File: config.mk
export PLATFORM = sky130hd
export DESIGN_NAME = hex_memory_image_parser
export DESIGN_NICKNAME = d
export VERILOG_FILES = /design/src/sv/hmip_pkg.sv /design/src/sv/hmip_step.sv /design/src/sv/hmip_out_reg.sv /design/src/sv/hex_memory_image_parser.sv
export SDC_FILE = /design/constraint.sdc
export NUM_CORES = 1
export LEC_CHECK = 0
export BUFFER_PORTS_ARGS = -buffer_cell sky130_fd_sc_hd__buf_2
export CAP_MARGIN = 10
export CORE_MARGIN = 1
export CORE_UTILIZATION = 52
export CTS_CLUSTER_DIAMETER = 40
export DETAILED_ROUTE_END_ITERATION = 8
export PLACE_DENSITY = 0.74
export SYNTH_ARGS = -nofsm -noshare
export SYNTH_HDL_FRONTEND = slang
export SYNTH_SLANG_ARGS = --single-unit
File: constraint.sdc
create_clock -name clk -period 4.13 [get_ports clk]
set_input_delay 0.413 -clock clk [delete_from_list [all_inputs] [get_ports clk]]
set_output_delay 0.413 -clock clk [all_outputs]
set_load 0.05 [all_outputs]
File: src/sv/hmip_pkg.sv
// Shared types, constants and helper functions for the hex memory-image parser.
package hmip_pkg;

    localparam int DATA_BITS = 32;
    localparam int ADDR_BITS = 16;
    localparam int CHAR_BITS = 8;

    localparam logic [CHAR_BITS-1:0] CHAR_AT         = 8'h40;
    localparam logic [CHAR_BITS-1:0] CHAR_UNDERSCORE = 8'h5f;
    localparam logic [CHAR_BITS-1:0] CHAR_SPACE      = 8'h20;
    localparam logic [CHAR_BITS-1:0] CHAR_TAB        = 8'h09;
    localparam logic [CHAR_BITS-1:0] CHAR_NEWLINE    = 8'h0a;
    localparam logic [CHAR_BITS-1:0] CHAR_SLASH      = 8'h2f;

    localparam int DIGIT_BITS = 4;

    typedef enum logic [2:0] {
        MODE_IDLE,
        MODE_DATA,
        MODE_ADDR,
        MODE_SLASH,
        MODE_COMMENT
    } scan_mode_t;

    typedef enum logic {
        KIND_DATUM,
        KIND_ERROR
    } result_kind_t;

    typedef struct packed {
        scan_mode_t           mode;
        logic [DATA_BITS-1:0] accumulator;
        logic                 digit_seen;
        logic [ADDR_BITS-1:0] current_address;
        logic                 error_latched;
    } scan_state_t;

    typedef struct packed {
        logic                 valid;
        result_kind_t         kind;
        logic [ADDR_BITS-1:0] address;
        logic [DATA_BITS-1:0] value;
    } scan_result_t;

    function automatic logic is_hex(input logic [CHAR_BITS-1:0] c);
        return (c >= 8'h30 && c <= 8'h39) || (c >= 8'h61 && c <= 8'h66) ||
               (c >= 8'h41 && c <= 8'h46);
    endfunction

    function automatic logic [DIGIT_BITS-1:0] hex_digit(input logic [CHAR_BITS-1:0] c);
        logic [CHAR_BITS-1:0] v;
        v = 8'h00;
        if (c >= 8'h30 && c <= 8'h39) begin
            v = c - 8'h30;
        end
        else if (c >= 8'h61 && c <= 8'h66) begin
            v = c - 8'h57;
        end
        else if (c >= 8'h41 && c <= 8'h46) begin
            v = c - 8'h37;
        end
        return v[DIGIT_BITS-1:0];
    endfunction

endpackage

File: src/sv/hmip_step.sv
// Next-state and result logic for one character of the memory-image text.
module hmip_step (
    input  hmip_pkg::scan_state_t               state,
    input  logic [hmip_pkg::CHAR_BITS-1:0]      char_in,
    input  logic                                end_of_text,
    output hmip_pkg::scan_state_t               state_next,
    output hmip_pkg::scan_result_t              result
);

    logic                              hex;
    logic [hmip_pkg::DIGIT_BITS-1:0]   digit;
    logic                              ws;
    logic                              close_req;
    logic                              raise_req;
    logic                              slash_after;

    assign hex   = hmip_pkg::is_hex(char_in);
    assign digit = hmip_pkg::hex_digit(char_in);
    assign ws    = (char_in == hmip_pkg::CHAR_SPACE) || (char_in == hmip_pkg::CHAR_TAB) ||
                   (char_in == hmip_pkg::CHAR_NEWLINE);

    always_comb
    begin
        state_next     = state;
        close_req      = 1'b0;
        raise_req      = 1'b0;
        slash_after    = 1'b0;
        result.valid   = 1'b0;
        result.kind    = hmip_pkg::KIND_DATUM;
        result.address = state.current_address;
        result.value   = '0;

        if (!state.error_latched) begin
            if (end_of_text) begin
                if (state.mode == hmip_pkg::MODE_DATA || state.mode == hmip_pkg::MODE_ADDR) begin
                    close_req = 1'b1;
                end
                else if (state.mode == hmip_pkg::MODE_SLASH) begin
                    raise_req = 1'b1;
                end
                else begin
                    state_next.mode = hmip_pkg::MODE_IDLE;
                end
            end
            else begin
                case (state.mode)
                    hmip_pkg::MODE_IDLE:
                    begin
                        if (ws) begin
                            state_next.mode = hmip_pkg::MODE_IDLE;
                        end
                        else if (char_in == hmip_pkg::CHAR_SLASH) begin
                            state_next.mode = hmip_pkg::MODE_SLASH;
                        end
                        else if (char_in == hmip_pkg::CHAR_AT ||
                                 char_in == hmip_pkg::CHAR_UNDERSCORE || hex) begin
                            state_next.mode = (char_in == hmip_pkg::CHAR_AT) ?
                                              hmip_pkg::MODE_ADDR : hmip_pkg::MODE_DATA;
                            state_next.accumulator = hex ?
                                {{(hmip_pkg::DATA_BITS-hmip_pkg::DIGIT_BITS){1'b0}}, digit} : '0;
                            state_next.digit_seen = hex;
                        end
                        else begin
                            raise_req = 1'b1;
                        end
                    end
                    hmip_pkg::MODE_DATA, hmip_pkg::MODE_ADDR:
                    begin
                        if (hex) begin
                            state_next.accumulator =
                                {state.accumulator[hmip_pkg::DATA_BITS-hmip_pkg::DIGIT_BITS-1:0],
                                 digit};
                            state_next.digit_seen = 1'b1;
                        end
                        else if (char_in == hmip_pkg::CHAR_UNDERSCORE) begin
                            state_next.digit_seen = state.digit_seen;
                        end
                        else if (ws) begin
                            close_req = 1'b1;
                        end
                        else if (char_in == hmip_pkg::CHAR_SLASH) begin
                            close_req   = 1'b1;
                            slash_after = 1'b1;
                        end
                        else begin
                            raise_req = 1'b1;
                        end
                    end
                    hmip_pkg::MODE_SLASH:
                    begin
                        if (char_in == hmip_pkg::CHAR_SLASH) begin
                            state_next.mode = hmip_pkg::MODE_COMMENT;
                        end
                        else begin
                            raise_req = 1'b1;
                        end
                    end
                    hmip_pkg::MODE_COMMENT:
                    begin
                        if (char_in == hmip_pkg::CHAR_NEWLINE) begin
                            state_next.mode = hmip_pkg::MODE_IDLE;
                        end
                    end
                    default:
                    begin
                        state_next.mode = hmip_pkg::MODE_IDLE;
                    end
                endcase
            end

            // A token without any digit is malformed.
            if (close_req) begin
                state_next.mode = hmip_pkg::MODE_IDLE;
                if (!state.digit_seen) begin
                    raise_req = 1'b1;
                end
                else if (state.mode == hmip_pkg::MODE_ADDR) begin
                    state_next.current_address =
                        state.accumulator[hmip_pkg::ADDR_BITS-1:0];
                    if (slash_after) begin
                        state_next.mode = hmip_pkg::MODE_SLASH;
                    end
                end
                else begin
                    result.valid   = 1'b1;
                    result.kind    = hmip_pkg::KIND_DATUM;
                    result.value   = state.accumulator;
                    state_next.current_address = state.current_address + 1'b1;
                    if (slash_after) begin
                        state_next.mode = hmip_pkg::MODE_SLASH;
                    end
                end
            end

            if (raise_req) begin
                state_next.error_latched = 1'b1;
                state_next.mode          = hmip_pkg::MODE_IDLE;
                result.valid             = 1'b1;
                result.kind              = hmip_pkg::KIND_ERROR;
                result.value             = '0;
            end
        end
    end

endmodule

File: src/sv/hmip_out_reg.sv
// Result register that holds an item while the receiver stalls.
module hmip_out_reg (
    input  logic                            clk,
    input  logic                            rst_n,
    input  logic                            load,
    input  hmip_pkg::scan_result_t          result,
    input  logic                            out_stall,
    output logic                            free,
    output logic                            out_valid,
    output logic                            result_kind,
    output logic [hmip_pkg::ADDR_BITS-1:0]  word_address,
    output logic [hmip_pkg::DATA_BITS-1:0]  word_value
);

    logic                           valid_reg;
    logic                           valid_next;
    logic                           kind_reg;
    logic [hmip_pkg::ADDR_BITS-1:0] address_reg;
    logic [hmip_pkg::DATA_BITS-1:0] value_reg;

    assign free = !valid_reg || !out_stall;

    always_comb
    begin
        valid_next = valid_reg;
        if (free) begin
            valid_next = load && result.valid;
        end
    end

    always_ff @(posedge clk or negedge rst_n)
    begin
        if (!rst_n) begin
            valid_reg <= 1'b0;
        end
        else begin
            valid_reg <= valid_next;
        end
    end

    always_ff @(posedge clk)
    begin
        if (free && load && result.valid) begin
            kind_reg    <= result.kind;
            address_reg <= result.address;
            value_reg   <= result.value;
        end
    end

    assign out_valid    = valid_reg;
    assign result_kind  = kind_reg;
    assign word_address = address_reg;
    assign word_value   = value_reg;

endmodule

File: src/sv/hex_memory_image_parser.sv
// Top level of the hex memory-image parser: input register, scan state and result register.
//
// Each input item carries one character of a hex memory-image text (char_in) or, with
// end_of_text high, the end marker that flushes a pending token. Items are taken on
// in_valid with in_stall low. Result items leave on out_valid with out_stall low: a datum
// (result_kind 0) with its word_address and word_value, or a single parse error
// (result_kind 1), after which all further items are taken and ignored until reset.
// The closing character passes the input register and the scan-state step into the result
// register, where out_valid rises. One item is accepted in every cycle while in_stall is
// low; the rate is set by the scan-state update between the input register and the result
// register. When the receiver stalls with a result held, the item in the input register
// waits and in_stall rises only while that register is full and cannot move on.
// The start address is written through cfg_valid/cfg_ready/cfg_data; the user must
// write it only while the block is idle, which the block itself does not enforce. A write
// loads the current address. cfg_ready is always high. Reset clears the scan state, sets
// the current address to zero, and empties both registers.
module hex_memory_image_parser (
    input  logic                            clk,
    input  logic                            rst_n,
    input  logic                            in_valid,
    output logic                            in_stall,
    input  logic [hmip_pkg::CHAR_BITS-1:0]  char_in,
    input  logic                            end_of_text,
    output logic                            out_valid,
    input  logic                            out_stall,
    output logic                            result_kind,
    output logic [hmip_pkg::ADDR_BITS-1:0]  word_address,
    output logic [hmip_pkg::DATA_BITS-1:0]  word_value,
    input  logic                            cfg_valid,
    output logic                            cfg_ready,
    input  logic [hmip_pkg::ADDR_BITS-1:0]  cfg_data
);

    logic                           in_full_reg;
    logic                           in_full_next;
    logic [hmip_pkg::CHAR_BITS-1:0] char_reg;
    logic                           eot_reg;

    hmip_pkg::scan_state_t          state_reg;
    hmip_pkg::scan_state_t          state_next;
    hmip_pkg::scan_state_t          step_next;
    hmip_pkg::scan_result_t         step_result;

    logic                           out_free;
    logic                           fire;
    logic                           in_accept;

    assign cfg_ready = 1'b1;
    assign fire      = in_full_reg && out_free;
    assign in_stall  = in_full_reg && !out_free;
    assign in_accept = in_valid && !in_stall;

    hmip_step u_step (
        .state       (state_reg),
        .char_in     (char_reg),
        .end_of_text (eot_reg),
        .state_next  (step_next),
        .result      (step_result)
    );

    hmip_out_reg u_out (
        .clk          (clk),
        .rst_n        (rst_n),
        .load         (fire),
        .result       (step_result),
        .out_stall    (out_stall),
        .free         (out_free),
        .out_valid    (out_valid),
        .result_kind  (result_kind),
        .word_address (word_address),
        .word_value   (word_value)
    );

    always_comb
    begin
        in_full_next = in_accept || (in_full_reg && !fire);
        state_next   = state_reg;
        if (fire) begin
            state_next = step_next;
        end
        if (cfg_valid && cfg_ready) begin
            state_next.current_address = cfg_data;
        end
    end

    always_ff @(posedge clk or negedge rst_n)
    begin
        if (!rst_n) begin
            in_full_reg                 <= 1'b0;
            state_reg.mode              <= hmip_pkg::MODE_IDLE;
            state_reg.accumulator       <= '0;
            state_reg.digit_seen        <= 1'b0;
            state_reg.current_address   <= '0;
            state_reg.error_latched     <= 1'b0;
        end
        else begin
            in_full_reg <= in_full_next;
            state_reg   <= state_next;
        end
    end

    always_ff @(posedge clk)
    begin
        if (in_accept) begin
            char_reg <= char_in;
            eot_reg  <= end_of_text;
        end
    end

endmodule
==> results of run 1 <==
-- kinds of logic (layout without fill, tap and decap cells) --
logic type,count (synthesis),after routing,synth area share [%]
muxes,2,2,0.4223
buffers and inverters,36,124,3.613
adders and majority gates,6,6,1.408
other,1,1,0.07032
xor gates and xnor gates,6,6,0.9856
DFF,113,113,58.47
and+or+nand+nor,205,205,19.38
AOI/OAI and AO/OA,122,122,15.65
-- per-layer routing --
metal	up-vias	share of wire [%]	global-route usage [%]
met3	27	4.3	6.720
met2	119	50	36.92
li1	1924	-	-
met1	1893	44	28.32
met5	-	0	0
met4	0	2.5	8.559
-- worst max-delay path by stage --
stage / from / end / slack (ns) / cells past startpoint
6_report: char_reg[1] / u_out.word_value[5] / 0.88 / 8
2_1_floorplan: char_reg[1] / u_out.result_kind / 0.53 / 7
3_3_place_gp: char_reg[1] / u_out.result_kind / 1.02 / 8
3_5_place_dp: char_reg[1] / u_out.result_kind / 0.93 / 8
5_1_grt: char_reg[1] / u_out.word_address[1] / 0.72 / 8
4_1_cts: char_reg[1] / u_out.word_value[5] / 0.91 / 8
-- Yosys cell counts, types with 3 or more instances --
master    count  share of area (%)
buf_2         4               0.38
a211oi_1      5               0.70
nor3_1        8               0.75
o31ai_1       4               0.56
or2_2         3               0.35
and2_1       33                3.9
a21o_1        3               0.42
nand4_1       5               0.59
xnor2_1       3               0.49
o21ai_0      22                2.1
and3_1        3               0.35
o22ai_1       4               0.47
clkbuf_1     19                1.3
a31oi_1       4               0.47
nor2_1       28                2.0
o21ai_1      22                2.1
nand2_1      89                6.3
o21ai_2       9                1.5
edfxtp_1     58                 33
ha_1          6                1.4
dfrtp_1      55                 26
nand2b_1      3               0.35
buf_6         6                1.3
a21oi_1      20                1.9
o211ai_1      3               0.42
inv_1         5               0.35
xor2_1        3               0.49
nand3_1       8               0.75
-- power groups by stage --
stage	combinational [mW]	clock [mW]	sequential (mW)
final	0.107	1.33	1.24
after global routing	0.119	1.40	1.24
after CTS	0.107	1.35	1.24
after detailed placement	0.106	0	1.26
after global placement	0.103	0	1.26
after floorplan	0.0740	0	1.25
-- area by class of cell --
class / count / share of cell area [%]
inverters: 5 / 0.2957
repair buffers: 87 / 7.334
clock inverters: 15 / 2.169
flip-flops and latches: 113 / 49.13
clock buffers: 17 / 6.526
multi-input cells: 342 / 31.92
well taps: 133 / 2.622
-- stage by stage --
stage	hold slack, ns	power (mW)	setup slack (ns)	instances	util (%)
after CTS	0.04127	2.693	0.9056	712	64.33
final	0.02668	2.678	0.8789	712	64.33
after floorplan	0.1174	1.322	0.5335	491	-
after global placement	0.4591	1.362	1.023	680	58.74
after detailed placement	0.4705	1.367	0.9312	680	58.74
after global routing	0.04214	2.764	0.7225	712	64.33
==> flow_metrics.tcl, run 1 <==
set metrics [dict create \
    outcome "completed" \
    ys_seq_area_share_pct 58.47 \
    crit_buf_inv 2 \
    syn_nets 527 \
    ant_nets 0 \
    nFillCells 769 \
    synth-seq-cells 113 \
    multi_input_area_sq_um 2026 \
    rsz0062_at_grt "false" \
    critPathSlowestCell "or4b_4" \
    rr_startpoint "char_reg[1]" \
    dpl-instance-area_sq_um 5794 \
    drt_iter0_markers 215 \
    htreeDepth 4 \
    io_buffer_count 80 \
    wire_per_inst_um 15.38 \
    syn_area_sq_um 5333 \
    timing.critical_path.arrival_ns 3.46 \
    first_global_vias 3684 \
    grt_max_degree 56 \
    wl_mm 10.95 \
    cts_tree "done" \
    p_int_mw 2.053 \
    die_h_um 103.3 \
    hold_viol 0 \
    critical_path_class "reg -> reg" \
    grt.overflow.total 0 \
    cts_sinks 113 \
    crit_required_ns 4.34 \
    viasPerCell 5.566 \
    swShare_pct 23.33 \
    drc 0 \
    dr.pass1.iters 5 \
    start_util_pct 54.06 \
    fin_setup_tns_ns 0 \
    path_clk_slew_ns 0.06 \
    die-area_sq_um 10660 \
    insertion_delay_ns 0.52 \
    rr_endpoint "u_out.word_value[5]" \
    synth_edf_count 58 \
    largest_register_ffs 53 \
    yosys_most_used_dff "edfxtp_1" \
    power.leakage_nw 2.688 \
    postCtsHoldBufs 0 \
    synthArstFlopShare_pct 48.67 \
    powerDensity_nw_per_um2 422.0 \
    switching_power_mw 0.6248 \
    setup_viol 0 \
    area_growth_pct 19.01 \
    synth_cells 491 \
    drv_cap 0 \
    p_comb_share_pct 4.0 \
    nNetsFinal 602 \
    layout_commonest_cell "nand2_1" \
    postCtsSetupBuffers 0 \
    critical_path_peak_fanout 32 \
    io_pins 82 \
    seq_area_sq_um 3118 \
    worst_pin_slew_ns 1.090 \
    ys_warn_count 0 \
    track_usage_pct 22.51 \
    power_frac_seq_pct 46.3 \
    cts_made_buffers 17 \
    crit_chain "inv_1 -> ha_1 -> or2_2 -> and3_4 -> or4b_4 -> o31ai_2 -> o21a_2 -> buf_12" \
    skew_ns 0.005733 \
    gp_congestion 0.8512 \
    drv_slew 0 \
    drive_gt1_share_pct 26.60 \
    cp-start-kind "flop" \
    r2r_slack_ns 0.88 \
    r2r.worst_path.cells 8 \
    dieWidth_um 103.3 \
    antenna_found_initial 0 \
    vias 3963 \
    slew_headroom_pct 27.31 \
    clockBufferDepth 2 \
    post-route-period-util_pct 78.72 \
    syn_area_per_cell_sq_um 10.86 \
    critPathCaptureType "flop" \
    yosys.cell_types.count 71 \
    cts_root_buffer "clkbuf_8" \
    core_sq_um 9864 \
    final_cell_mix "nand2_1, buf_2, edfxtp_1, dfrtp_1, and2_1" \
    cts_resized 0 \
    ir_drop_v 0.0002556 \
    layout_min_cycle_time_ns 3.251 \
    final_cell_area_sq_um 6346 \
    crit_family "simple AND/OR/NAND/NOR gates" \
    hpwl_mm 7.348 \
    pwr-share-clk_pct 49.7 \
    grt_pass1_wl_mm 17.80 \
    hold_path.class "in -> async" \
    max_freq_mhz 307.6 \
    fp-row-count 36 \
    crit_path_max_incr_delay_ns 0.54 \
    antenna_cells 0 \
]
Note: power is estimated with default switching activity, not from simulation.
==> run 2, diff against run 1 <==
- ABC_AREA: not set -> 1
- clock period: 4.13 -> 3.05 ns (I/O delays scaled with it)
==> run 2 against run 1 <==
  * The run now ends with hold timing left
  * Register-to-register slack worse by 0.38 ns
  * Clock skew increased by 0.0034 ns
  * Clock power up 48%
  * Hold slack got worse by 0.059 ns
  * Maximum frequency grew 27%
  * Final cell count rose by 12%
  * Critical path type unchanged
  * Highest routed layer unchanged
==> flow_metrics.tcl, run 2 <==
set metrics [dict create \
    io_buffer_count 80 \
    ys_seq_area_share_pct 58.47 \
    final_cell_mix "nand2_1, buf_2, inv_1, nor2_1, edfxtp_1" \
    syn_area_per_cell_sq_um 9.661 \
    dpl-instance-area_sq_um 5821 \
    whs_ns -0.03272 \
    final_cells 795 \
    cp-start-kind "flop" \
    viasPerCell 5.221 \
    first_global_vias 3899 \
    grt_max_degree 62 \
    cts_made_buffers 17 \
    wire_per_inst_um 13.72 \
    die-area_sq_um 10660 \
    worst_pin_slew_ns 1.046 \
    nNetsFinal 685 \
    yosys.cell_types.count 40 \
    drc 0 \
    antenna_found_initial 0 \
    fp-row-count 36 \
    r2r_slack_ns 0.50 \
    ir_drop_v 0.0003827 \
    violations "hold timing" \
    drt_iter0_markers 224 \
    powerDensity_nw_per_um2 584.5 \
    vias 4151 \
    synth_top_cell_by_area "edfxtp_1" \
    layout_commonest_cell "nand2_1" \
    cts_root_buffer "clkbuf_8" \
    cts_resized 0 \
    crit_top_cell "nand2_1" \
    cts_tree "done" \
    synth-seq-cells 113 \
    ys_warn_count 0 \
    post-route-period-util_pct 83.64 \
    synth_edf_count 58 \
    drv_slew 0 \
    critPathSlowestCell "edfxtp_1" \
    dp_cells 748 \
    final_cell_area_sq_um 6568 \
    timing.critical_path.arrival_ns 2.75 \
    drv_cap 0 \
    place_ws_ns 0.4928 \
    dieWidth_um 103.3 \
    yosys.cell_count.top_type "nand2_1" \
    largest_register_ffs 53 \
    layout_min_cycle_time_ns 2.551 \
    synthArstFlopShare_pct 48.67 \
    critical_path_peak_fanout 49 \
    clockBufferDepth 2 \
    gp_congestion 0.8432 \
    antenna_cells 0 \
    hold_path.class "in -> async" \
    wl_mm 10.91 \
    fin_setup_tns_ns 0 \
    track_usage_pct 22.28 \
    slew_headroom_pct 30.24 \
    syn_area_sq_um 5333 \
    crit_required_ns 3.25 \
    synth_cells 552 \
    synthTopCellsByArea "edfxtp_1, dfrtp_1, nand2_1, nand3_1, inv_1" \
    synth_top_cells_by_count "nand2_1, inv_1, nor2_1, edfxtp_1, dfrtp_1" \
    cts_sinks 113 \
    rsz0062_at_grt "false" \
    rr_endpoint "u_out.word_value[27]" \
    skew_ns 0.009165 \
    hpwl_mm 7.193 \
    setup_slack_ns 0.4989 \
    dr.pass1.iters 5 \
    total_power_mw 3.839 \
    crit_family "simple AND/OR/NAND/NOR gates" \
    grt_pass1_wl_mm 17.83 \
    synth_top_cell_area_share_pct 32.66 \
    crit_chain "inv_1 -> ha_1 -> inv_1 -> nor2_1 -> nand2_1 -> nand2_1 -> nand2_1 -> nand2_1 -> nand2_1 -> nor2_4 -> nand3_1 -> nand3_1 -> nand2_1 -> nand3_2 -> o21ai_1 -> inv_2 -> buf_12" \
    area_growth_pct 23.16 \
    drive_gt1_share_pct 21.45 \
    start_util_pct 54.06 \
    yosys_most_used_dff "edfxtp_1" \
    path_clk_slew_ns 0.06 \
    htreeDepth 4 \
    r2r.worst_path.cells 17 \
    die_h_um 103.3 \
    crit_buf_inv 4 \
    insertion_delay_ns 0.52 \
    setup_viol 0 \
    max_freq_mhz 392.0 \
    core_sq_um 9864 \
    ant_nets 0 \
    crit_path_max_incr_delay_ns 0.47 \
    power.leakage_nw 3.211 \
    io_pins 82 \
    grt.overflow.total 0 \
    outcome "finished, violations left" \
    syn_nets 588 \
    critical_path_class "reg -> reg" \
    rr_startpoint "char_reg[0]" \
    hold_viol 38 \
    critPathCaptureType "flop" \
]
## run 2: changes by cell type in the layout (fill, tap and decap cells not counted), sizes merged, moves of 11 or more
cell,previous run,this run
dlygate4sd3,0,15
nand3,8,57
nor2,29,70
o211ai,3,14
and2,33,0
inv,7,69
## run 2: worst max path at each step
stage / from / end / slack (ns) / cells after the start
after CTS: char_reg[0] / u_out.word_value[8] / 0.47 / 17
after global placement: char_reg[0] / u_out.word_value[19] / 0.59 / 17
final: char_reg[0] / u_out.word_value[27] / 0.50 / 17
after global routing: char_reg[0] / u_out.word_value[0] / 0.13 / 17
after floorplan: char_reg[0] / u_out.result_kind / 0.04 / 16
after detailed placement: char_reg[0] / u_out.word_value[21] / 0.49 / 17
## run 2: logic make-up (layout without fill, tap and decap cells)
| logic type | after synthesis | in the layout | synth area share [%] |
|---|---|---|---|
| and+or+nand+nor | 231 | 231 | 19.57 |
| DFF | 113 | 113 | 58.47 |
| AOI/OAI and AO/OA | 96 | 96 | 10.70 |
| buffers and inverters | 93 | 203 | 7.813 |
| xor gates and xnor gates | 12 | 12 | 1.971 |
| adders and majority gates | 6 | 6 | 1.408 |
| other | 1 | 1 | 0.07032 |
## run 2: final cells by class
type / count / area (sq um)
multi-input combinational: 346 / 1798
timing repair buffer: 101 / 620.6
fill: 773 / 3297
tap: 133 / 166.4
clock buffer: 22 / 464.2
sequential: 113 / 3118
inverter: 70 / 267.8
clock inverter: 10 / 132.6
## run 2: metrics by stage
stage	hold WS (ns)	util, %
after floorplan	0.009409	-
after global placement	0.4652	59.01
after detailed placement	0.4589	59.01
after CTS	0.001401	66.58
after global routing	0.01269	66.58
final	-0.03272	66.58
## run 2: what timing repair did
action | in CTS | in global routing
endpoints found under the hold margin | 15 | 0
hold buffers | 15 | 0
setup buffers | 0 | 0
## run 2: metal layers
metal  up-vias  GRT usage [%]  part of all wire, %
met5         -              0                    0
met4         0          10.29                  2.1
met3        30          6.317                  5.6
met2       151          35.33                   49
met1      1933          28.53                   44
li1       2037              -                    -
## run 2: power breakdown
group          switching (mW)  internal [mW]  total [mW]  leakage, nW
Combinational           0.116         0.0788       0.195         1.74
Sequential             0.0378           1.63        1.67         1.18
Clock                   0.665           1.31        1.97        0.288
